==> src/rtl/ptq_ram.sv <==
// Generic simple dual-port RAM with one write port and one registered read port.
// No dependencies.
module ptq_ram #(
   parameter int WIDTH = 8,
   parameter int DEPTH = 512,
   parameter int ADDR_W = (DEPTH > 1) ? $clog2(DEPTH) : 1
) (
   input  logic              clock,
   input  logic              wr_en,
   input  logic [ADDR_W-1:0] wr_addr,
   input  logic [WIDTH-1:0]  wr_data,
   input  logic              rd_en,
   input  logic [ADDR_W-1:0] rd_addr,
   output logic [WIDTH-1:0]  rd_data
);

   logic [WIDTH-1:0] mem_ff [DEPTH];
   logic [WIDTH-1:0] rd_data_ff;

   always_ff @(posedge clock) begin
      if (wr_en) begin
         mem_ff[wr_addr] <= wr_data;
      end
      if (rd_en) begin
         rd_data_ff <= mem_ff[rd_addr];
      end
   end

   assign rd_data = rd_data_ff;

endmodule

==> config.mk <==
export PLATFORM = sky130hd
export DESIGN_NAME = ptq_ram
export DESIGN_NICKNAME = d
export VERILOG_FILES = /design/src/rtl/ptq_ram.sv
export SDC_FILE = /design/constraint.sdc
export NUM_CORES = 2
export LEC_CHECK = 0
export ABC_CLOCK_PERIOD_IN_PS = 2810
export BUFFER_PORTS_ARGS = -buffer_cell sky130_fd_sc_hd__buf_2
export CORE_MARGIN = 2
export CORE_UTILIZATION = 60
export DETAILED_ROUTE_END_ITERATION = 7
export PLACE_DENSITY = 0.74
export SLEW_MARGIN = 40
export SYNTH_ARGS = -nofsm -noshare
export SYNTH_HDL_FRONTEND = slang
export SYNTH_SLANG_ARGS = --single-unit
==> constraint.sdc <==
create_clock -name clock -period 2.81 [get_ports clock]
set_input_delay 0.1405 -clock clock [delete_from_list [all_inputs] [get_ports clock]]
set_output_delay 0.1405 -clock clock [all_outputs]
set_load 0.1 [all_outputs]
==> impl_metrics.env <==
export IMPL_worst_pin_slew_ns=0.851
export IMPL_async_flop_share=0
export IMPL_synth_area_top_cells="edfxtp_1 (77%), mux4_2 (9.2%), mux2i_1 (5.0%), o221ai_1 (2.0%), nor2_1 (1.4%)"
export IMPL_place_ws_ns=-0.676
export IMPL_p_switching_mw=26.8
export IMPL_cts_sinks=4104
export IMPL_path_clk_slew_ns=0.06
export IMPL_drc=0
export IMPL_portBuffers=36
export IMPL_crit_chain="mux2i_1 > o221ai_1 > a21oi_1 > nor4_1 > buf_4 > nand4_1 > nor4_1 > o2111a_1"
export IMPL_drt_total_wl_mm=414
export IMPL_antenna_found_initial=22
export IMPL_period_share=1.01
export IMPL_p_comb_frac=0.055
export IMPL_path_class="flop to flop"
export IMPL_pwr_share_seq=0.534
export IMPL_max_slew_margin=0.431
export IMPL_layout_common_cells="edfxtp_1 (4104), mux2i_1 (797), buf_4 (769)"
export IMPL_via_count=86296
export IMPL_drt_first_pass_iters=6
export IMPL_gr_usage_all_layers=0.305
export IMPL_end_kind="flop"
export IMPL_synth_compound_area_frac=0.0431
export IMPL_min_period_ns=2.83
export IMPL_fp_row_count=189
export IMPL_vias_per_cell=6.77
export IMPL_core_area_sq_um=265000
export IMPL_peakVddDrop_mv=0.539
export IMPL_postCtsSetupRepairBufs=0
export IMPL_cts_max_level=5
export IMPL_clk_latency_ns=0.91
export IMPL_violations="setup timing"
export IMPL_crit_path_start_kind="flop"
export IMPL_swShare=0.212
export IMPL_cellLeakagePower_nw=60.1
export IMPL_finalWorstSetupSlack_ns=-0.0151
export IMPL_synthXorXnorAreaFrac=0
export IMPL_synth_edf_count=4104
export IMPL_fin_worst_skew_ns=0.0573
export IMPL_cts_root_buf="clkbuf_16"
export IMPL_required_ns=3.58
export IMPL_rsz0062_at_grt="no"
export IMPL_whs_ns=0.0928
export IMPL_cts_max_path_buffers=4
export IMPL_drv_slew=0
export IMPL_crit_fanout=2
export IMPL_drive_gt1_frac=0.244
export IMPL_cts_buffers_inserted=396
export IMPL_overflow=0
export IMPL_powerDensity_nw_per_um2=688
export IMPL_yosysTopAreaCell="edfxtp_1"
export IMPL_avgRoutedWirePerCell_um=32.5
export IMPL_start_util=0.604
export IMPL_drt_iter0_drc=12497
export IMPL_ios=37
export IMPL_hold_viol_final=0
export IMPL_yosys_cell_types_count=50
export IMPL_nNetsFinal=8925
export IMPL_crit_top_cell="nor4_1"
export IMPL_synth_top_area_frac=0.770
export IMPL_synth_top_family_by_area="multiplexers"
export IMPL_synth_cells=8030
export IMPL_globalplace_congestion=0.980
export IMPL_p_clk_frac=0.412
export IMPL_synth_area_sq_um=160000
export IMPL_hp_class="input port to flop"
export IMPL_ys_warn_count=0
export IMPL_syn_num_nets=8059
export IMPL_grt_pass1_wl_mm=598
export IMPL_critPathMaxStageDelay_ns=0.56
export IMPL_hpwl_mm=261
export IMPL_synth_seq_cells=4104
export IMPL_yosysSeqAreaShare=0.770
export IMPL_die_y_um=520
export IMPL_outcome="finished with violations"
export IMPL_area_growth_pct=14.9
export IMPL_synth_ff_type="edfxtp_1"
export IMPL_syn_area_per_cell_sq_um=19.9
export IMPL_synthMuxAreaShare=0.142
export IMPL_cts_tree="yes"
export IMPL_ant_nets=0
export IMPL_grt_pass1_vias=85919
export IMPL_yosys_area_share_simple=0.0263
export IMPL_drv_cap=0
export IMPL_setup_viol=1
export IMPL_arrival_ns=3.60
export IMPL_synth_adder_area_share=0
export IMPL_slowest_stage="nor4_1"
export IMPL_dieWidth_um=520
export IMPL_dieArea_sq_um=271000
export IMPL_grt_max_degree=108
export IMPL_layout_commonest_cell="edfxtp_1"
export IMPL_p_int_mw=99.6
export IMPL_max_freq_mhz=354
[power by group through the flow]
stage | clock [mW] | combinational, mW | sequential (mW)
floorplan | 0 | 3.21 | 68.9
CTS | 52.3 | 6.81 | 67.5
detailed placement | 0 | 6.74 | 68.8
global route | 54.6 | 7.15 | 67.4
finish | 52.0 | 6.92 | 67.5
global placement | 0 | 6.59 | 68.8
[state kept, by name (all words and copies together) (netlist names)]
| name | flops |
|---|---|
| mem_ff | 4096 |
| rd_data | 8 |
[cells by family after synthesis]
kind of cell | count (synthesis)
mux | 1451
compound gates | 979
simple gates | 980
flops | 4104
buf+inv | 516
[per-layer routing]
metal,routed length (um),track usage,vias to the layer above
li1,-,-,35209
met1,150000,0.426,44274
met2,195000,0.472,5836
met3,48900,0.0646,967
met4,19600,0.132,10
met5,68,0,-
[through the flow]
stage	cell area, sq um	util	total power, mW	TNS (ns)	instances
final	184000	0.694	126	-0.0151	12753
after global routing	184000	0.693	129	0	12745
after CTS	184000	0.693	127	0	12739
after detailed placement	171000	0.645	75.5	-3.66	12021
after global placement	171000	0.645	75.3	-3.33	12020
after floorplan	160000	-	72.1	0	8030
[cells in the mapped netlist (3+ instances only)]
cell type  instances
and2_1            20
o41ai_1            7
buf_2             57
o311ai_0           5
o2111a_1           8
or3_1              6
nand2_1          111
mux4_2           654
buf_8             11
a2111oi_0          3
nand3_1           36
o22ai_1          163
clkbuf_1         265
a21oi_1          194
nor4_1            36
o21ai_0          118
o31ai_1           13
nor2b_1            6
o22a_1             3
buf_1             41
buf_6             64
nor3b_1            8
o221ai_1         371
buf_12             5
mux2i_1          797
nor2_1           597
and3_1             4
buf_4             70
a211oi_1          17
a22oi_1           61
and3b_1            4
nand4_1           32
or2_2              4
a22o_1             5
edfxtp_1        4104
nor3_1           109
nand2b_1           4
[worst paths after layout]
kind / start / endpoint / slack (ns) / cells after the start
max reg2reg: mem_ff[275][7] / rd_data[7] / -0.02 / 8
min: wr_addr[1] / mem_ff[259][6] / 0.09 / 3
max: mem_ff[275][7] / rd_data[7] / -0.02 / 8
min reg2reg: mem_ff[297][4] / rd_data[4] / 1.20 / 6
[layout make-up]
type | count | area (sq um)
multi-input cells | 3410 | 34100
clock buffers | 464 | 10300
well taps | 3533 | 4420
clock inverters | 245 | 2230
fillers | 15569 | 81200
flip-flops and latches | 4104 | 123000
diodes | 13 | 32.5
repair buffers | 981 | 9520
inverters | 3 | 18.8
[critical path: cells and delay by family (launching register included)]
kind                   cells  cell delay (ns)
AND/OR/NAND/NOR            3             1.33
buffers and inverters      1             0.23
flip-flops                 1             0.33
multiplexers               1             0.09
AO/OA/AOI/OAI              3             0.70
[repair_timing]
item / in CTS / in global routing
resized for setup: 0 / 6
endpoints found under the hold margin: 1290 / 0
hold buffers: 9 / 0
setup endpoints to repair: 0 / 2
Note: power is estimated with default switching activity, not from simulation.
