$ cat src/rtl/ptq_pkg.sv
// Package for the paced transmit packet queue.
// Holds the shared codes, payload structs and sizing constants; no dependencies.
package ptq_pkg;

   localparam int QUEUE_DEPTH_DEF  = 8;
   localparam int PACKET_BYTES_DEF = 64;

   // Widest slot index and packet length carried between the front and the back.
   localparam int SLOT_MAX_W = 6;
   localparam int LEN_MAX_W  = 7;

   // Command queue between the front and the back, and result queue at the output.
   localparam int CMD_DEPTH = 4;
   localparam int CMD_PTR_W = 2;
   localparam int OUT_DEPTH = 4;
   localparam int OUT_PTR_W = 2;
   localparam int PEND_W    = 3;

   localparam logic [1:0] OP_BYTE    = 2'd0;
   localparam logic [1:0] OP_TICK    = 2'd1;
   localparam logic [1:0] OP_DONE    = 2'd2;
   localparam logic [1:0] OP_REFRESH = 2'd3;

   localparam logic [2:0] ST_OK     = 3'd0;
   localparam logic [2:0] ST_FULL   = 3'd1;
   localparam logic [2:0] ST_LEN    = 3'd2;
   localparam logic [2:0] ST_BUSY   = 3'd3;
   localparam logic [2:0] ST_NODATA = 3'd4;

   localparam logic [31:0] TICKS_MAX     = 32'hFFFF_FFFF;
   localparam logic [31:0] MIN_GAP_RESET = 32'd1000;

   typedef enum logic [1:0] {
      REJ_NONE,
      REJ_FULL,
      REJ_LEN
   } reject_type;

   typedef enum logic {
      BK_IDLE,
      BK_SEND
   } back_state_type;

   typedef struct packed {
      logic [1:0] operation;
      logic [7:0] data_byte;
      logic       last_byte;
   } req_type;

   typedef struct packed {
      logic [2:0] status;
      logic       tx_valid;
      logic [7:0] tx_byte;
      logic       tx_last;
   } rsp_type;

   // One unit of work for the back: either a single status word or a packet to send.
   typedef struct packed {
      logic                  is_send;
      logic [2:0]            status;
      logic [SLOT_MAX_W-1:0] slot;
      logic [LEN_MAX_W-1:0]  len;
   } cmd_type;

endpackage

$ cat src/rtl/ptq_cmd_fifo.sv
// Short command queue between the front and the back of the packet queue.
// Depends on ptq_pkg for the command struct and depth.
module ptq_cmd_fifo (
   input  logic             clock,
   input  logic             reset,
   input  logic             push,
   input  ptq_pkg::cmd_type push_cmd,
   output logic             full,
   input  logic             pop,
   output ptq_pkg::cmd_type pop_cmd,
   output logic             empty
);

   localparam int PW = ptq_pkg::CMD_PTR_W;

   ptq_pkg::cmd_type mem_ff [ptq_pkg::CMD_DEPTH];
   logic [PW-1:0]    wr_ptr_ff, wr_ptr_in;
   logic [PW-1:0]    rd_ptr_ff, rd_ptr_in;
   logic [PW:0]      count_ff, count_in;

   always_comb begin
      wr_ptr_in = wr_ptr_ff;
      rd_ptr_in = rd_ptr_ff;
      count_in  = count_ff;
      if (push) begin
         wr_ptr_in = wr_ptr_ff + 1'b1;
      end
      if (pop) begin
         rd_ptr_in = rd_ptr_ff + 1'b1;
      end
      if (push && !pop) begin
         count_in = count_ff + 1'b1;
      end else if (pop && !push) begin
         count_in = count_ff - 1'b1;
      end
   end

   always_ff @(posedge clock) begin
      if (reset) begin
         wr_ptr_ff <= '0;
         rd_ptr_ff <= '0;
         count_ff  <= '0;
      end else begin
         wr_ptr_ff <= wr_ptr_in;
         rd_ptr_ff <= rd_ptr_in;
         count_ff  <= count_in;
      end
   end

   always_ff @(posedge clock) begin
      if (push) begin
         mem_ff[wr_ptr_ff] <= push_cmd;
      end
   end

   assign full    = (count_ff == (PW+1)'(ptq_pkg::CMD_DEPTH));
   assign empty   = (count_ff == '0);
   assign pop_cmd = mem_ff[rd_ptr_ff];

endmodule

$ cat config.mk
export PLATFORM = sky130hd
export DESIGN_NAME = ptq_cmd_fifo
export DESIGN_NICKNAME = d
export VERILOG_FILES = /design/src/rtl/ptq_pkg.sv /design/src/rtl/ptq_cmd_fifo.sv
export SDC_FILE = /design/constraint.sdc
export NUM_CORES = 1
export LEC_CHECK = 0
export BUFFER_PORTS_ARGS = -buffer_cell sky130_fd_sc_hd__buf_2
export CORE_ASPECT_RATIO = 1.5
export CORE_MARGIN = 8
export CORE_UTILIZATION = 48
export CTS_CLUSTER_SIZE = 25
export DETAILED_ROUTE_END_ITERATION = 16
export PLACE_DENSITY_LB_ADDON = 0.1
export SLEW_MARGIN = 25
export SYNTH_ARGS = -nofsm -noshare
export SYNTH_HDL_FRONTEND = slang
export SYNTH_SLANG_ARGS = --single-unit
$ cat constraint.sdc
create_clock -name clock -period 2 [get_ports clock]
set_clock_uncertainty 0.1 [all_clocks]
set_input_delay 0.4 -clock clock [delete_from_list [all_inputs] [get_ports clock]]
set_output_delay 0.4 -clock clock [all_outputs]
set_load 0.03 [all_outputs]
==> flow_summary.yaml <==
synth:
  synth_top_family_by_area: "multiplexers"
  synth_area_leaders: "edfxtp_1 70%, mux4_2 7.7%, mux4_1 6.3%, dfxtp_1 6.2%, ha_1 2.1%"
  yosys.area_share.simple_pct: 2.53
  synth_cells: 133
  dominantRegCellSynth: "edfxtp_1"
  syn-cell-area_um2: 2920
  yosysWarnings: 0
  synth_common_cells: "68 x edfxtp_1, 10 x mux4_2, 9 x dfxtp_1"
  synth_area_per_cell_um2: 22.0
  yosysMostFrequentCell: "edfxtp_1"
  ys_seq_area_share_pct: 76.1
  synthXorXnorAreaFrac_pct: 1.50
  yosys.area.top_type: "edfxtp_1"
  synthesis.nets: 160
  synth_compound_area_share_pct: 0.343
  muxShareOfSynthArea_pct: 14.7
  yosysUniqueCellTypes: 22
  synth-edff-count: 68
  async_flop_share_pct: 0
  synthAdderAreaFrac_pct: 2.83
  synth_top_area_share_pct: 69.9
  ys_ff_latch: 77
global_routing:
  grt_max_degree: 18
  grt_pass1_vias: 1575
  grt_overflow_total: 0
  antenna_found_initial: 0
  grt_use_total_pct: 12.4
  grt_pass1_wl_mm: 8.18
timing:
  max_slew.worst_pin.slew_ns: 0.274
  report.final.slew_viol_count: 0
  hold_viol: 0
  period_share_pct: 106
  fin_ws_ns: -0.120
  timing.final.crit_period_ns: 2.12
  setup_viol: 17
  tns_ns: -1.33
  relSlewSlack_pct: 81.7
  fmax_mhz: 472
  rsz0062_at_grt: "true"
setup_path:
  critPathBufInv: 3
  r2r_cells: 4
  crit_top_cell: "buf_12"
  crit_chain: "buf_12 > buf_12 > mux4_2 > buf_6"
  crit_fanout: 7
  crit_path_start_kind: "flip-flop"
  slowest_stage: "mux4_2"
  setup.worst_path.end_class: "output pin"
  cp.arrival_ns: 1.62
  cpPeakStageDelay_ns: 0.49
  path_class: "flip-flop to output pin"
  r2r_end: "count_ff[2]"
  cp.required_ns: 1.50
  ff2ff_setup_slack_ns: 0.40
  rr_startpoint: "count_ff[0]"
  path_delay_family: "multiplexers"
job:
  maxCapViolations: 0
pwr:
  p_switching_w: 0.000845
  clock_power_share_pct: 33.3
  internal-power_w: 0.00286
  p_per_area_nw_per_um2: 1020
  switching_share_pct: 22.8
  peakVddDrop_uv: 505
  power_frac_comb_pct: 15.9
  p_seq_share_pct: 50.8
  p_leak_nw: 1.30
cells_and_area:
  nFillCells: 454
  regArea_um2: 2230
  final_area_um2: 3630
  nets: 218
  area_delta_synth_final_pct: 24.2
  diodes: 0
  multi_input_area_um2: 621
  drive_gt1_share_pct: 41.8
min_path:
  hp-class: "input pin to flip-flop"
  whs_path_depth: 1
  min_from: "push_cmd[11]"
  min_to: "mem_ff[3][11]"
clocking:
  cts.sinks: 77
  numCtsBuffers: 9
  hold_buffers: 0
  insertion_delay_ns: 0.33
  cts_tree: "yes"
  cts-root-buf: "clkbuf_8"
  clk_path_buf_depth: 2
  clk_pin_slew_worst_paths_ns: 0.08
  htree_num_levels: 3
route:
  wirelength_mm: 4.96
  drt-pass1-iter-count: 4
  drt_iter0_markers: 91
  ant_nets: 0
  num_vias: 1405
  wl_per_cell_um: 18.4
  vias_per_cell: 5.20
  drc: 0
run_status:
  status: "complete, but fails checks"
  violations: "setup timing"
place:
  placed_area_um2: 3230
  dp_hpwl_mm: 3.23
  portBuffers: 39
  gp_congestion: 0.695
floorplan:
  ios: 40
  initial_core_util_pct: 48.7
  die_h_um: 112
  fp.dieW_um: 79.7
  num_rows: 35
  die_area_um2: 8890
  core_area_um2: 6000
-- cell usage in the layout, fill, tap and decap left out, types with 4 or more instances in the layout --
master / n
edfxtp_1: 68
buf_2: 22
buf_6: 17
mux4_2: 15
clkbuf_8: 10
buf_4: 9
dfxtp_1: 8
nor2_1: 7
ha_1: 5
inv_1: 4
and2_1: 4
-- per-stage QoR --
| step | power (W) | cells | setup WS (ns) | util (%) | hold WS (ns) |
|---|---|---|---|---|---|
| 6_report | 0.00370 | 270 | -0.120 | 60.5 | 0.180 |
| 5_1_grt | 0.00385 | 270 | -0.185 | 60.5 | 0.165 |
| 4_1_cts | 0.00375 | 270 | -0.140 | 60.5 | 0.162 |
| 3_5_place_dp | 0.00239 | 248 | 0.0357 | 53.8 | 0.410 |
| 3_3_place_gp | 0.00237 | 248 | 0.0867 | 53.8 | 0.376 |
| 2_1_floorplan | 0.00224 | 133 | 0.240 | - | 0.366 |
-- power by group through the flow --
| stage | Sequential [W] | Clock (W) | Combinational [W] |
|---|---|---|---|
| floorplan | 0.00190 | 0 | 0.000340 |
| global placement | 0.00190 | 0 | 0.000469 |
| detailed placement | 0.00191 | 0 | 0.000479 |
| CTS | 0.00188 | 0.00127 | 0.000599 |
| global route | 0.00189 | 0.00133 | 0.000631 |
| finish | 0.00188 | 0.00123 | 0.000588 |
-- area by class of cell --
cell class	count	share of cell area (%)
sequential	77	61.3
clock buffer	12	4.00
multi-input combinational	47	17.1
clock inverter	4	2.00
timing repair buffer	52	12.6
tap	74	2.55
inverter	4	0.414
-- worst reg2reg max path: stages (launching register included) --
cell and delay, ns:
dfxtp_1 0.37, fa_1 0.44, xor2_1 0.18, or3_1 0.31
a21oi_1 0.15
-- how the worst max path moves through the flow --
stage,depth (start not counted),slack [ns],endpoint
after global routing,4,-0.18,pop_cmd[8]
after CTS,4,-0.14,pop_cmd[1]
after floorplan,7,0.24,count_ff[2]
final,4,-0.12,pop_cmd[1]
after global placement,8,0.09,count_ff[2]
after detailed placement,8,0.04,count_ff[2]
-- routing by layer --
layer | global-route usage (%) | part of all wire (%) | vias up
met5 | 0 | 0 | -
met4 | 5.22 | 1.8 | 0
met3 | 3.71 | 5.9 | 11
met2 | 21.3 | 55 | 45
met1 | 13.6 | 37 | 702
li1 | - | - | 647
-- registers in the layout, indices dropped and copies added (netlist names), named ones only --
| signal | count |
|---|---|
| count_ff | 3 |
| mem_ff | 68 |
| rd_ptr_ff | 2 |
| wr_ptr_ff | 2 |
-- what timing repair did --
action / CTS / global route
setup buffers: 5 / 0
endpoints found under the setup margin: 17 / 17
cloned: 1 / 0
resized for setup: 42 / 0
pin swaps: 0 / 0
-- logic make-up (layout without fill, tap and decap cells) --
group | count (synthesis) | in the layout
AOI/OAI and AO/OA | 2 | 2
xor gates and xnor gates | 5 | 5
adders and majority gates | 6 | 6
buffers and inverters | 9 | 72
DFF | 77 | 77
muxes | 19 | 19
and+or+nand+nor | 15 | 15
Note: power is estimated with default switching activity, not from simulation.
