[config.mk]
export PLATFORM = sky130hd
export DESIGN_NAME = ptq_back
export DESIGN_NICKNAME = d
export VERILOG_FILES = /design/src/rtl/ptq_pkg.sv /design/src/rtl/ptq_back.sv
export SDC_FILE = /design/constraint.sdc
export NUM_CORES = 1
export LEC_CHECK = 0
export ABC_AREA = 1
export BUFFER_PORTS_ARGS = -buffer_cell sky130_fd_sc_hd__buf_2
export CAP_MARGIN = 25
export CORE_ASPECT_RATIO = 0.7
export CORE_MARGIN = 2
export CORE_UTILIZATION = 45
export DETAILED_ROUTE_END_ITERATION = 10
export PLACE_DENSITY_LB_ADDON = 0.15
export SLEW_MARGIN = 20
export SYNTH_ARGS = -nofsm -noshare
export SYNTH_HDL_FRONTEND = slang
export SYNTH_SLANG_ARGS = --single-unit
[constraint.sdc]
create_clock -name clock -period 2.8 [get_ports clock]
set_input_delay 0.28 -clock clock [delete_from_list [all_inputs] [get_ports clock]]
set_output_delay 0.28 -clock clock [all_outputs]
set_load 0.05 [all_outputs]
[src/rtl/ptq_pkg.sv]
// Package for the paced transmit packet queue.
// Holds the shared codes, payload structs and sizing constants; no dependencies.
package ptq_pkg;

   localparam int QUEUE_DEPTH_DEF  = 8;
   localparam int PACKET_BYTES_DEF = 64;

   // Widest slot index and packet length carried between the front and the back.
   localparam int SLOT_MAX_W = 6;
   localparam int LEN_MAX_W  = 7;

   // Command queue between the front and the back, and result queue at the output.
   localparam int CMD_DEPTH = 4;
   localparam int CMD_PTR_W = 2;
   localparam int OUT_DEPTH = 4;
   localparam int OUT_PTR_W = 2;
   localparam int PEND_W    = 3;

   localparam logic [1:0] OP_BYTE    = 2'd0;
   localparam logic [1:0] OP_TICK    = 2'd1;
   localparam logic [1:0] OP_DONE    = 2'd2;
   localparam logic [1:0] OP_REFRESH = 2'd3;

   localparam logic [2:0] ST_OK     = 3'd0;
   localparam logic [2:0] ST_FULL   = 3'd1;
   localparam logic [2:0] ST_LEN    = 3'd2;
   localparam logic [2:0] ST_BUSY   = 3'd3;
   localparam logic [2:0] ST_NODATA = 3'd4;

   localparam logic [31:0] TICKS_MAX     = 32'hFFFF_FFFF;
   localparam logic [31:0] MIN_GAP_RESET = 32'd1000;

   typedef enum logic [1:0] {
      REJ_NONE,
      REJ_FULL,
      REJ_LEN
   } reject_type;

   typedef enum logic {
      BK_IDLE,
      BK_SEND
   } back_state_type;

   typedef struct packed {
      logic [1:0] operation;
      logic [7:0] data_byte;
      logic       last_byte;
   } req_type;

   typedef struct packed {
      logic [2:0] status;
      logic       tx_valid;
      logic [7:0] tx_byte;
      logic       tx_last;
   } rsp_type;

   // One unit of work for the back: either a single status word or a packet to send.
   typedef struct packed {
      logic                  is_send;
      logic [2:0]            status;
      logic [SLOT_MAX_W-1:0] slot;
      logic [LEN_MAX_W-1:0]  len;
   } cmd_type;

endpackage

[src/rtl/ptq_back.sv]
// Back of the packet queue: executes commands, streams packet bytes out of
// the packet RAM and buffers result words for the receiver. Depends on ptq_pkg.
module ptq_back #(
   parameter int QUEUE_DEPTH  = ptq_pkg::QUEUE_DEPTH_DEF,
   parameter int PACKET_BYTES = ptq_pkg::PACKET_BYTES_DEF,
   parameter int ADDR_W = (QUEUE_DEPTH * PACKET_BYTES > 1) ?
                          $clog2(QUEUE_DEPTH * PACKET_BYTES) : 1
) (
   input  logic              clock,
   input  logic              reset,
   input  ptq_pkg::cmd_type  cmd_word,
   input  logic              cmd_empty,
   output logic              cmd_pop,
   output logic              send_done,
   output logic              ram_rd_en,
   output logic [ADDR_W-1:0] ram_rd_addr,
   input  logic [7:0]        ram_rd_data,
   output logic              rsp_empty,
   input  logic              rsp_pop,
   output ptq_pkg::rsp_type  rsp_word
);

   localparam int SLOT_W = (QUEUE_DEPTH > 1) ? $clog2(QUEUE_DEPTH) : 1;
   localparam int LEN_W  = $clog2(PACKET_BYTES + 1);
   localparam int PW     = ptq_pkg::OUT_PTR_W;

   ptq_pkg::back_state_type state_ff, state_in;
   logic [SLOT_W-1:0]       slot_ff, slot_in;
   logic [LEN_W-1:0]        len_ff, len_in;
   logic [LEN_W-1:0]        idx_ff, idx_in;

   logic                    s1_valid_ff, s1_valid_in;
   logic                    s1_byte_ff, s1_byte_in;
   ptq_pkg::rsp_type        s1_ff, s1_in;

   ptq_pkg::rsp_type        out_mem_ff [ptq_pkg::OUT_DEPTH];
   logic [PW-1:0]           wr_ptr_ff, rd_ptr_ff;
   logic [PW:0]             out_count_ff, out_count_in;
   ptq_pkg::rsp_type        push_word;
   logic                    out_pop;
   logic                    credit;
   logic                    last_idx;

   // Room for the word in flight plus the one issued now.
   assign credit   = ((out_count_ff + (PW+1)'(s1_valid_ff)) < (PW+1)'(ptq_pkg::OUT_DEPTH));
   assign last_idx = ((idx_ff + 1'b1) == len_ff);

   always_comb begin
      state_in    = state_ff;
      slot_in     = slot_ff;
      len_in      = len_ff;
      idx_in      = idx_ff;
      cmd_pop     = 1'b0;
      send_done   = 1'b0;
      ram_rd_en   = 1'b0;
      ram_rd_addr = ADDR_W'(slot_ff * PACKET_BYTES + idx_ff);
      s1_valid_in = 1'b0;
      s1_byte_in  = 1'b0;
      s1_in       = '0;
      case (state_ff)
         ptq_pkg::BK_IDLE: begin
            if (!cmd_empty && credit) begin
               cmd_pop = 1'b1;
               if (cmd_word.is_send) begin
                  state_in = ptq_pkg::BK_SEND;
                  slot_in  = SLOT_W'(cmd_word.slot);
                  len_in   = LEN_W'(cmd_word.len);
                  idx_in   = '0;
               end else begin
                  s1_valid_in    = 1'b1;
                  s1_in.status   = cmd_word.status;
                  s1_in.tx_last  = 1'b1;
               end
            end
         end
         ptq_pkg::BK_SEND: begin
            if (credit) begin
               ram_rd_en      = 1'b1;
               s1_valid_in    = 1'b1;
               s1_byte_in     = 1'b1;
               s1_in.status   = ptq_pkg::ST_OK;
               s1_in.tx_valid = 1'b1;
               s1_in.tx_last  = last_idx;
               if (last_idx) begin
                  state_in  = ptq_pkg::BK_IDLE;
                  send_done = 1'b1;
               end else begin
                  idx_in = idx_ff + 1'b1;
               end
            end
         end
         default: begin
            state_in = ptq_pkg::BK_IDLE;
         end
      endcase
   end

   always_comb begin
      push_word = s1_ff;
      if (s1_byte_ff) begin
         push_word.tx_byte = ram_rd_data;
      end
   end

   assign out_pop   = rsp_pop && !rsp_empty;
   assign rsp_empty = (out_count_ff == '0);
   assign rsp_word  = out_mem_ff[rd_ptr_ff];

   always_comb begin
      out_count_in = out_count_ff;
      if (s1_valid_ff && !out_pop) begin
         out_count_in = out_count_ff + 1'b1;
      end else if (out_pop && !s1_valid_ff) begin
         out_count_in = out_count_ff - 1'b1;
      end
   end

   always_ff @(posedge clock) begin
      if (reset) begin
         state_ff     <= ptq_pkg::BK_IDLE;
         s1_valid_ff  <= 1'b0;
         wr_ptr_ff    <= '0;
         rd_ptr_ff    <= '0;
         out_count_ff <= '0;
      end else begin
         state_ff     <= state_in;
         s1_valid_ff  <= s1_valid_in;
         out_count_ff <= out_count_in;
         if (s1_valid_ff) begin
            wr_ptr_ff <= wr_ptr_ff + 1'b1;
         end
         if (out_pop) begin
            rd_ptr_ff <= rd_ptr_ff + 1'b1;
         end
      end
   end

   always_ff @(posedge clock) begin
      slot_ff    <= slot_in;
      len_ff     <= len_in;
      idx_ff     <= idx_in;
      s1_byte_ff <= s1_byte_in;
      s1_ff      <= s1_in;
      if (s1_valid_ff) begin
         out_mem_ff[wr_ptr_ff] <= push_word;
      end
   end

endmodule

==> impl_metrics.py <==
metrics = {
    "critical_path": {
        "crit_path_end_kind": "output port",
        "critPathRequiredTime_ns": 2.52,
        "cp_data_arrival_time_ns": 2.19,
        "crit_fanout": 6,
        "start_kind": "register",
        "crit_type": "register to output port",
    },
    "logic_synthesis": {
        "yosys.area.top_type": "edfxtp_1",
        "synth-simple-area-share": 0.129,
        "synthAdderAreaFrac": 0.0335,
        "synth_mux_area_frac": 0,
        "synth.area.top_cells": "edfxtp_1 58%, dfxtp_1 9.5%, nand2_1 5.0%",
        "synth_top_cell_area_share": 0.578,
        "synth_compound_area_frac": 0.0817,
        "synthArstFlopShare": 0,
        "synth_commonest_cells": "69 x edfxtp_1, 48 x nand2_1, 48 x nor2_1",
        "seq_area_frac_synth": 0.673,
        "synthDistinctLibCells": 27,
        "synth_xor_area_frac": 0.0147,
        "mappedNetlistNets": 361,
        "synth_area_per_cell_um2": 11.1,
        "syn_area_mm2": 0.00358,
        "synth_top_family_by_area": "simple AND/OR/NAND/NOR gates",
        "syn-instance-count": 323,
        "synth_edf_count": 69,
        "synth_seq_cells": 86,
        "yosysMostFrequentCell": "edfxtp_1",
        "ys_warn_count": 0,
        "synthFlopType": "edfxtp_1",
    },
    "global_route": {
        "grt.total_usage": 0.156,
        "grt_pass1_vias": 2152,
        "antenna_found_initial": 0,
        "grt_max_degree": 28,
        "grt-ovfl-total": 0,
        "grt_pass1_wl_mm": 10.4,
    },
    "final_layout": {
        "regArea_mm2": 0.00241,
        "design_area_mm2": 0.00419,
        "final_nets": 411,
        "drive_above_1_share": 0.204,
        "multi_input_area_um2": 931,
        "nFillCells": 671,
        "antenna_cells": 0,
        "finalCoreUtilization": 0.537,
        "area_growth_pct": 16.9,
    },
    "routing": {
        "drc_errors": 0,
        "final_antenna_net_count": 0,
        "routed_wl_mm": 6.45,
        "wl_per_cell_um": 13.5,
        "dr.pass1.iters": 4,
        "drt_iter0_markers": 91,
        "vias": 2248,
        "viasPerCell": 4.69,
    },
    "floorplan": {
        "core_area_mm2": 0.00780,
        "fp-row-count": 27,
        "die_h_um": 78.6,
        "dieArea_mm2": 0.00870,
        "ios": 55,
        "initial_core_util": 0.459,
        "fp.dieW_um": 111,
    },
    "cts": {
        "htree_levels": 3,
        "cts_sinks": 86,
        "cts_resized": 0,
        "ctsHoldBuffers": 0,
        "post_cts_buffers": 0,
        "clkTransAtPathRegs_ns": 0.06,
        "clock_latency_ns": 0.33,
        "cts_tree": "yes",
        "clock_path_buffers": 2,
        "clock-root-buffer": "clkbuf_16",
        "cts_made_buffers": 9,
    },
    "timing": {
        "worstMarginPinSlew_ns": 0.632,
        "period_minus_slack_ns": 2.47,
        "finalHoldViolations": 0,
        "rsz0062_at_grt": "no",
        "finalSetupTns_ns": 0,
        "skew_ns": 0.00680,
        "finalSetupViolCount": 0,
        "maxSlewViolCount": 0,
        "setup_slack_ns": 0.329,
        "max_slew_margin": 0.578,
        "fin_crit_sh": 0.882,
        "fmax_ghz": 0.405,
    },
    "run_status": {
        "outcome": "completed",
    },
    "power_and_ir_drop": {
        "leakage_nw": 1.75,
        "finalPower_mw": 4.06,
        "vdd_drop_max_v": 0.000362,
        "powerDensity_mw_per_mm2": 969,
    },
    "placed_design": {
        "port_buffers": 51,
        "preCtsSetupSlack_ns": 0.676,
        "gp_congestion": 0.821,
        "place_area_mm2": 0.00391,
        "hpwl_mm": 4.25,
    },
    "worst_hold_path": {
        "min_path_type": "primary input to register",
    },
    "run": {
        "drv_cap": 0,
    },
}
cell families after synthesis:
logic type      after synthesis
buf+inv                      59
flops                        86
simple gates                110
fa+ha+maj                     9
compound gates               53
xor+xnor                      6
final cells by class:
cell class | instances | share of cell area
timing repair buffer | 54 | 0.0663
clock buffer | 9 | 0.0538
multi-input combinational | 178 | 0.222
tap | 101 | 0.0302
clock inverter | 7 | 0.0120
inverter | 44 | 0.0394
sequential | 86 | 0.576
path summary, 6_finish.rpt:
path | start | end | slack [ns] | depth (start not counted)
hold / removal | cmd_word[8] | slot_ff[1] | 0.12 | 1
hold reg to reg | push_word[0] | out_mem_ff[0][0] | 0.48 | 0
setup reg to reg | idx_ff[0] | idx_ff[2] | 0.67 | 12
setup / recovery | idx_ff[0] | send_done | 0.33 | 12
sequential cells by signal (all words and copies together) (netlist names), named ones only:
register and count:
state_ff 1, len_ff 7, idx_ff 7, s1_byte_ff 1, wr_ptr_ff 2, out_count_ff 3
s1_valid_ff 1, slot_ff 3, rd_ptr_ff 2, out_mem_ff 52, push_word 5
power breakdown:
part / switching (mW) / leakage [nW] / internal, mW
Combinational: 0.971 / 0.842 / 0.329
Sequential: 0.115 / 0.783 / 1.56
Clock: 0.481 / 0.128 / 0.602
placed cells by master, fill, tap and decap left out, types with 2 or more instances in the layout:
| cell type | n |
|---|---|
| buf_2 | 51 |
| clkinvlp_4 | 3 |
| dfxtp_1 | 17 |
| nor3b_1 | 3 |
| nor2_1 | 48 |
| xnor2_1 | 2 |
| o21ai_0 | 29 |
| o22ai_1 | 13 |
| nand2_1 | 48 |
| xor2_1 | 4 |
| buf_4 | 3 |
| ha_1 | 8 |
| a21oi_1 | 7 |
| edfxtp_1 | 69 |
| nand3_1 | 6 |
| inv_2 | 2 |
| inv_1 | 42 |
| clkinv_2 | 2 |
| clkbuf_16 | 9 |
critical path: stages, from the launching register on:
cell      delay, ns
edfxtp_1       0.44
ha_1           0.20
nand2_1        0.10
nor2_1         0.24
nand2_1        0.08
nand2_1        0.08
nand2_1        0.07
nand2_1        0.06
nand2_1        0.04
nor2_1         0.08
nand2_1        0.09
nor2_1         0.12
buf_2          0.28
per-stage QoR:
stage	hold slack (ns)	instances
2_1_floorplan	0.379	323
3_3_place_gp	0.457	463
3_5_place_dp	0.459	463
4_1_cts	0.114	479
5_1_grt	0.109	479
6_report	0.122	479
metal layers:
layer	GRT usage	wire [um]
met1	0.207	3260
met2	0.247	2880
met3	0.0494	258
met4	0.0463	51
met5	0	0
Note: power is estimated with default switching activity, not from simulation.
