===== config.mk =====
export PLATFORM = sky130hd
export DESIGN_NAME = ptq_front
export DESIGN_NICKNAME = d
export VERILOG_FILES = /design/src/rtl/ptq_pkg.sv /design/src/rtl/ptq_front.sv
export SDC_FILE = /design/constraint.sdc
export NUM_CORES = 1
export LEC_CHECK = 0
export ABC_AREA = 1
export BUFFER_PORTS_ARGS = -buffer_cell sky130_fd_sc_hd__buf_2
export CAP_MARGIN = 20
export CORE_ASPECT_RATIO = 0.9
export CORE_MARGIN = 10
export CORE_UTILIZATION = 50
export CTS_CLUSTER_DIAMETER = 80
export DETAILED_ROUTE_END_ITERATION = 10
export GPL_TIMING_DRIVEN = 0
export PLACE_DENSITY_LB_ADDON = 0.05
export SLEW_MARGIN = 20
export SYNTH_ARGS = -nofsm -noshare
export SYNTH_HDL_FRONTEND = slang
export SYNTH_SLANG_ARGS = --single-unit

===== constraint.sdc =====
create_clock -name clock -period 8.8 [get_ports clock]
set_input_delay 1.32 -clock clock [delete_from_list [all_inputs] [get_ports clock]]
set_output_delay 1.32 -clock clock [all_outputs]
set_load 0.05 [all_outputs]

===== src/rtl/ptq_pkg.sv =====
// Package for the paced transmit packet queue.
// Holds the shared codes, payload structs and sizing constants; no dependencies.
package ptq_pkg;

   localparam int QUEUE_DEPTH_DEF  = 8;
   localparam int PACKET_BYTES_DEF = 64;

   // Widest slot index and packet length carried between the front and the back.
   localparam int SLOT_MAX_W = 6;
   localparam int LEN_MAX_W  = 7;

   // Command queue between the front and the back, and result queue at the output.
   localparam int CMD_DEPTH = 4;
   localparam int CMD_PTR_W = 2;
   localparam int OUT_DEPTH = 4;
   localparam int OUT_PTR_W = 2;
   localparam int PEND_W    = 3;

   localparam logic [1:0] OP_BYTE    = 2'd0;
   localparam logic [1:0] OP_TICK    = 2'd1;
   localparam logic [1:0] OP_DONE    = 2'd2;
   localparam logic [1:0] OP_REFRESH = 2'd3;

   localparam logic [2:0] ST_OK     = 3'd0;
   localparam logic [2:0] ST_FULL   = 3'd1;
   localparam logic [2:0] ST_LEN    = 3'd2;
   localparam logic [2:0] ST_BUSY   = 3'd3;
   localparam logic [2:0] ST_NODATA = 3'd4;

   localparam logic [31:0] TICKS_MAX     = 32'hFFFF_FFFF;
   localparam logic [31:0] MIN_GAP_RESET = 32'd1000;

   typedef enum logic [1:0] {
      REJ_NONE,
      REJ_FULL,
      REJ_LEN
   } reject_type;

   typedef enum logic {
      BK_IDLE,
      BK_SEND
   } back_state_type;

   typedef struct packed {
      logic [1:0] operation;
      logic [7:0] data_byte;
      logic       last_byte;
   } req_type;

   typedef struct packed {
      logic [2:0] status;
      logic       tx_valid;
      logic [7:0] tx_byte;
      logic       tx_last;
   } rsp_type;

   // One unit of work for the back: either a single status word or a packet to send.
   typedef struct packed {
      logic                  is_send;
      logic [2:0]            status;
      logic [SLOT_MAX_W-1:0] slot;
      logic [LEN_MAX_W-1:0]  len;
   } cmd_type;

endpackage


===== src/rtl/ptq_front.sv =====
// Front of the packet queue: takes input words, keeps the queue bookkeeping,
// the tick counter and the gap register, and hands commands to the back.
// Depends on ptq_pkg.
module ptq_front #(
   parameter int QUEUE_DEPTH  = ptq_pkg::QUEUE_DEPTH_DEF,
   parameter int PACKET_BYTES = ptq_pkg::PACKET_BYTES_DEF,
   parameter int ADDR_W = (QUEUE_DEPTH * PACKET_BYTES > 1) ?
                          $clog2(QUEUE_DEPTH * PACKET_BYTES) : 1
) (
   input  logic              clock,
   input  logic              reset,
   input  logic              req_push,
   input  ptq_pkg::req_type  req_word,
   output logic              req_full,
   input  logic              csr_valid,
   output logic              csr_ready,
   input  logic [31:0]       csr_data,
   output logic              cmd_push,
   output ptq_pkg::cmd_type  cmd_word,
   input  logic              cmd_full,
   input  logic              send_done,
   output logic              ram_wr_en,
   output logic [ADDR_W-1:0] ram_wr_addr,
   output logic [7:0]        ram_wr_data
);

   localparam int SLOT_W = (QUEUE_DEPTH > 1) ? $clog2(QUEUE_DEPTH) : 1;
   localparam int CNT_W  = $clog2(QUEUE_DEPTH + 1);
   localparam int LEN_W  = $clog2(PACKET_BYTES + 1);
   localparam int SUM_W  = CNT_W + 1;

   logic [CNT_W-1:0]          count_ff, count_in;
   logic [SLOT_W-1:0]         head_ff, head_in;
   logic [LEN_W-1:0]          fill_ff, fill_in;
   ptq_pkg::reject_type       rej_ff, rej_in;
   logic                      busy_ff, busy_in;
   logic [31:0]               elapsed_ff, elapsed_in;
   logic [31:0]               gap_ff, gap_in;
   logic [ptq_pkg::PEND_W-1:0] pend_ff, pend_in;
   logic [LEN_W-1:0]          lengths_ff [QUEUE_DEPTH];

   logic                accept;
   logic [SUM_W-1:0]    tail_sum;
   logic [SLOT_W-1:0]   tail;
   logic [SLOT_W-1:0]   head_next;
   ptq_pkg::reject_type rej_now;
   logic                len_wr;
   logic                push_send;

   assign req_full  = cmd_full ||
                      ((pend_ff != '0) && (req_word.operation == ptq_pkg::OP_BYTE));
   assign accept    = req_push && !req_full;
   assign csr_ready = 1'b1;

   assign tail_sum  = SUM_W'(head_ff) + SUM_W'(count_ff);
   assign tail      = (tail_sum >= SUM_W'(QUEUE_DEPTH)) ?
                      SLOT_W'(tail_sum - SUM_W'(QUEUE_DEPTH)) : SLOT_W'(tail_sum);
   assign head_next = (head_ff == SLOT_W'(QUEUE_DEPTH - 1)) ? '0 : head_ff + 1'b1;

   always_comb begin
      count_in    = count_ff;
      head_in     = head_ff;
      fill_in     = fill_ff;
      rej_in      = rej_ff;
      busy_in     = busy_ff;
      elapsed_in  = elapsed_ff;
      gap_in      = gap_ff;
      cmd_push    = 1'b0;
      cmd_word    = '0;
      ram_wr_en   = 1'b0;
      ram_wr_addr = ADDR_W'(tail * PACKET_BYTES + fill_ff);
      ram_wr_data = req_word.data_byte;
      len_wr      = 1'b0;
      push_send   = 1'b0;
      rej_now     = rej_ff;

      if (csr_valid) begin
         gap_in = csr_data;
      end

      if (accept) begin
         case (req_word.operation)
            ptq_pkg::OP_BYTE: begin
               if (count_ff >= CNT_W'(QUEUE_DEPTH)) begin
                  rej_now = ptq_pkg::REJ_FULL;
               end else if ((rej_ff == ptq_pkg::REJ_NONE) &&
                            (fill_ff >= LEN_W'(PACKET_BYTES))) begin
                  rej_now = ptq_pkg::REJ_LEN;
               end
               rej_in = rej_now;
               if (rej_now == ptq_pkg::REJ_NONE) begin
                  ram_wr_en = 1'b1;
                  fill_in   = fill_ff + 1'b1;
               end
               if (req_word.last_byte) begin
                  cmd_push        = 1'b1;
                  cmd_word.status = ptq_pkg::ST_OK;
                  if (rej_now == ptq_pkg::REJ_FULL) begin
                     cmd_word.status = ptq_pkg::ST_FULL;
                  end else if (rej_now == ptq_pkg::REJ_LEN) begin
                     cmd_word.status = ptq_pkg::ST_LEN;
                  end else begin
                     len_wr   = 1'b1;
                     count_in = count_ff + 1'b1;
                  end
                  fill_in = '0;
                  rej_in  = ptq_pkg::REJ_NONE;
               end
            end
            ptq_pkg::OP_TICK: begin
               if (elapsed_ff != ptq_pkg::TICKS_MAX) begin
                  elapsed_in = elapsed_ff + 1'b1;
               end
            end
            ptq_pkg::OP_DONE: begin
               busy_in    = 1'b0;
               elapsed_in = '0;
            end
            default: begin
               cmd_push        = 1'b1;
               cmd_word.status = ptq_pkg::ST_BUSY;
               if (!busy_ff) begin
                  elapsed_in = '0;
                  if (elapsed_ff <= gap_ff) begin
                     cmd_word.status = ptq_pkg::ST_BUSY;
                  end else if (count_ff == '0) begin
                     cmd_word.status = ptq_pkg::ST_NODATA;
                  end else begin
                     cmd_word.status  = ptq_pkg::ST_OK;
                     cmd_word.is_send = 1'b1;
                     cmd_word.slot    = ptq_pkg::SLOT_MAX_W'(head_ff);
                     cmd_word.len     = ptq_pkg::LEN_MAX_W'(lengths_ff[head_ff]);
                     head_in          = head_next;
                     count_in         = count_ff - 1'b1;
                     busy_in          = 1'b1;
                     push_send        = 1'b1;
                  end
               end
            end
         endcase
      end

      // A popped slot stays reserved until the back has read its last byte.
      pend_in = pend_ff + ptq_pkg::PEND_W'(push_send) - ptq_pkg::PEND_W'(send_done);
   end

   always_ff @(posedge clock) begin
      if (reset) begin
         count_ff   <= '0;
         head_ff    <= '0;
         fill_ff    <= '0;
         rej_ff     <= ptq_pkg::REJ_NONE;
         busy_ff    <= 1'b0;
         elapsed_ff <= '0;
         gap_ff     <= ptq_pkg::MIN_GAP_RESET;
         pend_ff    <= '0;
      end else begin
         count_ff   <= count_in;
         head_ff    <= head_in;
         fill_ff    <= fill_in;
         rej_ff     <= rej_in;
         busy_ff    <= busy_in;
         elapsed_ff <= elapsed_in;
         gap_ff     <= gap_in;
         pend_ff    <= pend_in;
      end
   end

   always_ff @(posedge clock) begin
      if (len_wr) begin
         lengths_ff[tail] <= fill_ff + 1'b1;
      end
   end

endmodule


==> PnR_summary.wiki <==
{| class="wikitable"
! Metric !! Value
|-
| Number of iterations in the first detailed-routing pass || 5
|-
| Layout Area Growth over Synthesis || 16.24%
|-
| Post-synthesis average cell area || 8.301 µm²
|-
| Synth Instances || 930
|-
| Final HPWL from detailed placement || 14.22 mm
|-
| Launch point of the worst reg-to-reg path || elapsed_ff[29]$_SDFFE_PP0P_
|-
| Prevailing post-synth register cell || sky130_fd_sc_hd__dfxtp_1
|-
| Number of gates given a new drive strength after cts || 0
|-
| Length in cells of the worst reg-to-reg path || 15
|-
| Number of nets with antenna violations after routing || 0
|-
| Htree depth || 4
|-
| Clock group share of total power || 0.480
|-
| Flop pwr share || 0.444
|-
| Library cell contributing the largest single delay on the critical path || sky130_fd_sc_hd__buf_2
|-
| Floorplan die area || 20,820 µm²
|-
| Count of flip-flops with a built-in enable after synthesis || 56
|-
| Final Wtd Congestion || 0.9025
|-
| Max-slew headroom || 0.4655
|-
| Number of inserted diodes || 0
|-
| HP Class || flip-flop to flip-flop
|-
| Setup Viol. Count Final || 0
|-
| Die Height || 137.9 µm
|-
| Distinct cells, synth || 49
|-
| Sequence of cells on the critical path || buf_2 -> inv_1 -> ha_1 -> buf_2 -> o31ai_2 -> nand3_2 -> inv_1 -> nand2_1 -> nor2_1 -> nand4_2 -> buf_2 -> nor2_1 -> buf_2
|-
| Hold violation count in the final report || 0
|-
| Total vias in the final route || 6,374
|-
| Terminus of the critical flop-to-flop path || pend_ff[2]$_SDFF_PP0_
|-
| TritonCTS Sinks || 143
|-
| Post-synthesis instance area || 7720 µm²
|-
| Net switching power || 0.0003678 W
|-
| Port-buffer cells || 74
|-
| Row count || 43
|-
| Worst endpoint required time || 7.48 ns
|-
| Power consumption || 0.001582 W
|-
| Finished Cell Area || 8974 µm²
|-
| Fraction of layout instances using a drive strength above 1 || 0.1503
|-
| YS warnings || 0
|-
| Placed cell areas || 8351 µm²
|-
| Slew at the pin with the worst max-slew slack || 0.7944 ns
|-
| Sequential fraction of the synthesis area || 0.4434
|-
| Status || finished, final reports clean
|-
| Hold wc startpoint || gap_ff[15]$_SDFFE_PP0P_
|-
| Total global routing track utilization || 0.1866
|-
| Final hold slack || 0.4605 ns
|-
| Logic gate share of total power || 0.075
|-
| Vias in the first global route || 5,986
|-
| Number of vias per cell || 5.140
|-
| Detailed router's first-iteration violation count || 412
|-
| Period utilization || 0.5590
|-
| Number of top-level design ports || 87
|-
| Peak clock frequency supported by timing || 203.3 MHz
|-
| Switching power as a share of total power || 0.2324
|-
| Antenna violations before repair || 0
|-
| Share of the core filled with cells || 0.5873
|-
| Global-route wire length before repair || 30.41 mm
|-
| Internal cell power || 0.001215 W
|-
| Die width || 151.0 µm
|-
| FF+latch count, synth || 143
|-
| CP Buf/Inv Count || 6
|-
| Buffer levels on the longest clock path || 2
|-
| Maximum number of pins on one net before global-route repair || 17
|-
| Critical Path Start Type || input pin
|-
| Reported max-cap violation count || 0
|-
| Clock edge transition at the registers on the reported setup and hold paths || 0.06 ns
|-
| Fin nets || 1,128
|-
| Clock buffer count from CTS || 17
|-
| Sink of the worst hold path || gap_ff[15]$_SDFFE_PP0P_
|-
| Hold buffer count at CTS || 0
|-
| Number of cells on the worst hold path || 2
|-
| Grt ovf || 0
|-
| Sort of element at the end of the critical path || primary output
|-
| Register-to-register path setup slack || 4.89 ns
|-
| Share of async-settable or async-resettable flops after synthesis || 0
|-
| CP top delay family || buffers and inverters
|-
| Number of design rule violations left after detail routing || 0
|-
| Max-slew violation count || 0
|-
| Data arrival time of the worst path || 3.60 ns
|-
| Cell type with the highest occurrence count on the critical path || sky130_fd_sc_hd__buf_2
|-
| Maximum fanout count along the critical path || 10
|-
| CTS tree || built
|-
| Detailed Route WL || 19.00 mm
|-
| PD cells || 176.3 nW/µm²
|-
| RSZ-0062 raised after global routing || false
|-
| Standard cell core area || 15,280 µm²
|-
| Setup skew after layout || 0.01218 ns
|-
| Max VDD drop || 136.6 µV
|-
| Post-layout min period || 4.919 ns
|-
| Source-to-sink clock delay at the later pin of the worst-skew pair || 0.43 ns
|-
| Highest cell delay on the worst timing path || 0.31 ns
|-
| Category of the critical setup timing path || input pin to primary output
|-
| Initial Utilization || 0.5052
|-
| Setup TNS || 0 ns
|-
| Root buffer cell || sky130_fd_sc_hd__clkbuf_16
|-
| Static power due to leakage || 3.696 nW
|-
| DR WL/cell || 15.32 µm
|-
| Post-CTS setup-driven buffer insertion count || 0
|}
per-layer routing:
layer / global-route usage / vias to the layer above / wire [µm]
met3: 0.04046 / 15 / 819
met4: 0.05929 / 0 / 271
met2: 0.3209 / 132 / 9328
li1: - / 3319 / -
met1: 0.2289 / 2908 / 8580
met5: 0 / - / 0
synthesized netlist by cell type, types with 2 or more instances:
cell,instances,area [µm²]
sky130_fd_sc_hd__nor3_1,25,125.1
sky130_fd_sc_hd__o21a_1,4,30.03
sky130_fd_sc_hd__inv_4,2,12.51
sky130_fd_sc_hd__dfxtp_1,87,1742
sky130_fd_sc_hd__o221ai_1,7,61.31
sky130_fd_sc_hd__nand2_4,3,33.78
sky130_fd_sc_hd__edfxtp_1,56,1682
sky130_fd_sc_hd__o21ai_2,3,26.28
sky130_fd_sc_hd__a21oi_2,2,17.52
sky130_fd_sc_hd__fa_1,3,60.06
sky130_fd_sc_hd__o21ai_0,55,275.3
sky130_fd_sc_hd__inv_1,108,405.4
sky130_fd_sc_hd__nand3b_1,4,30.03
sky130_fd_sc_hd__buf_4,19,142.6
sky130_fd_sc_hd__nor4_1,10,62.56
sky130_fd_sc_hd__xor2_1,15,131.4
sky130_fd_sc_hd__nand2_2,3,18.77
sky130_fd_sc_hd__mux2i_1,7,70.07
sky130_fd_sc_hd__nor2_1,98,367.9
sky130_fd_sc_hd__a21oi_1,88,440.4
sky130_fd_sc_hd__xnor2_1,5,43.79
sky130_fd_sc_hd__nand3_1,27,135.1
sky130_fd_sc_hd__nand2_1,161,604.3
sky130_fd_sc_hd__nand4_1,22,137.6
sky130_fd_sc_hd__clkbuf_1,20,75.07
sky130_fd_sc_hd__ha_1,51,638.1
sky130_fd_sc_hd__conb_1,2,7.510
sky130_fd_sc_hd__a211oi_1,3,22.52
sky130_fd_sc_hd__or2_2,4,25.02
sky130_fd_sc_hd__inv_2,2,7.510
sky130_fd_sc_hd__o31ai_1,3,22.52
sky130_fd_sc_hd__a32oi_1,8,70.07
sky130_fd_sc_hd__buf_2,6,30.03
sky130_fd_sc_hd__nor4_2,2,25.02
cell families after synthesis:
kind of cell	share of synthesized area
buffers and inverters	0.08963
flip-flops	0.4434
AND/OR/NAND/NOR	0.2123
adder cells (fa/ha/maj)	0.09044
other	0.0009728
XOR/XNOR	0.02269
AO/OA/AOI/OAI	0.1314
multiplexers	0.009077
layout by cell type (no fill, tap or decap), types with 5 or more instances in the layout:
master | netlist | routed
sky130_fd_sc_hd__o21ai_0 | 55 | 55
sky130_fd_sc_hd__clkbuf_1 | 20 | 23
sky130_fd_sc_hd__xnor2_1 | 5 | 5
sky130_fd_sc_hd__mux2i_1 | 7 | 7
sky130_fd_sc_hd__inv_1 | 108 | 108
sky130_fd_sc_hd__edfxtp_1 | 56 | 56
sky130_fd_sc_hd__o221ai_1 | 7 | 7
sky130_fd_sc_hd__a21oi_1 | 88 | 88
sky130_fd_sc_hd__nor2_1 | 98 | 98
sky130_fd_sc_hd__nor3_1 | 25 | 25
sky130_fd_sc_hd__nand4_1 | 22 | 22
sky130_fd_sc_hd__xor2_1 | 15 | 15
sky130_fd_sc_hd__buf_2 | 6 | 80
sky130_fd_sc_hd__buf_4 | 19 | 19
sky130_fd_sc_hd__dfxtp_1 | 87 | 87
sky130_fd_sc_hd__clkinv_4 | 0 | 5
sky130_fd_sc_hd__nand2_1 | 161 | 161
sky130_fd_sc_hd__nor4_1 | 10 | 10
sky130_fd_sc_hd__ha_1 | 51 | 51
sky130_fd_sc_hd__nand3_1 | 27 | 27
sky130_fd_sc_hd__a32oi_1 | 8 | 8
sky130_fd_sc_hd__clkbuf_16 | 0 | 17
final cells by class:
type,count,area (µm²)
Fill cell,1437,6306
Multi-Input combinational cell,630,3612
Sequential cell,143,3423
Clock buffer,20,436.7
Inverter,113,429.2
Timing Repair Buffer,74,370.4
Buffer,46,262.8
Tap cell,202,252.7
Clock inverter,12,186.4
worst min-delay path: stages (launching register included):
cell	delay, ns
sky130_fd_sc_hd__dfxtp_1	0.29
sky130_fd_sc_hd__inv_1	0.06
sky130_fd_sc_hd__a21oi_1	0.06
per-stage QoR:
step                      cells  worst slack (ns)
final                      1240             3.881
after global routing       1240             3.715
after CTS                  1240             3.864
after detailed placement   1208             3.862
after global placement     1208             3.875
after floorplan             932             3.785
flip-flops by register name, summed over array words and instances, names as in the netlist, named ones only:
name,count
count_ff,4
gap_ff,32
fill_ff,7
rej_ff,2
pend_ff,3
busy_ff,1
lengths_ff,56
head_ff,3
elapsed_ff,32
worst max-delay path by stage:
| stage | start | endpoint | slack [ns] | depth (start not counted) |
|---|---|---|---|---|
| after global placement | req_word[9] | cmd_word[4] | 3.88 | 13 |
| after floorplan | req_word[9] | cmd_word[15] | 3.78 | 8 |
| after detailed placement | req_word[9] | cmd_word[4] | 3.86 | 13 |
| after global routing | req_word[9] | cmd_word[4] | 3.72 | 13 |
| after CTS | req_word[9] | cmd_word[4] | 3.86 | 13 |
| final | req_word[9] | cmd_word[4] | 3.88 | 13 |
power groups by stage:
stage / Combinational [W] / Clock (W) / Sequential (W)
2_1_floorplan: 0.0000860 / 0 / 0.000716
3_3_place_gp: 0.000117 / 0 / 0.000717
3_5_place_dp: 0.000119 / 0 / 0.000718
4_1_cts: 0.000120 / 0.000772 / 0.000703
5_1_grt: 0.000135 / 0.000802 / 0.000704
6_report: 0.000119 / 0.000760 / 0.000703
No activity file was read; power rests on OpenSTA's default activity.
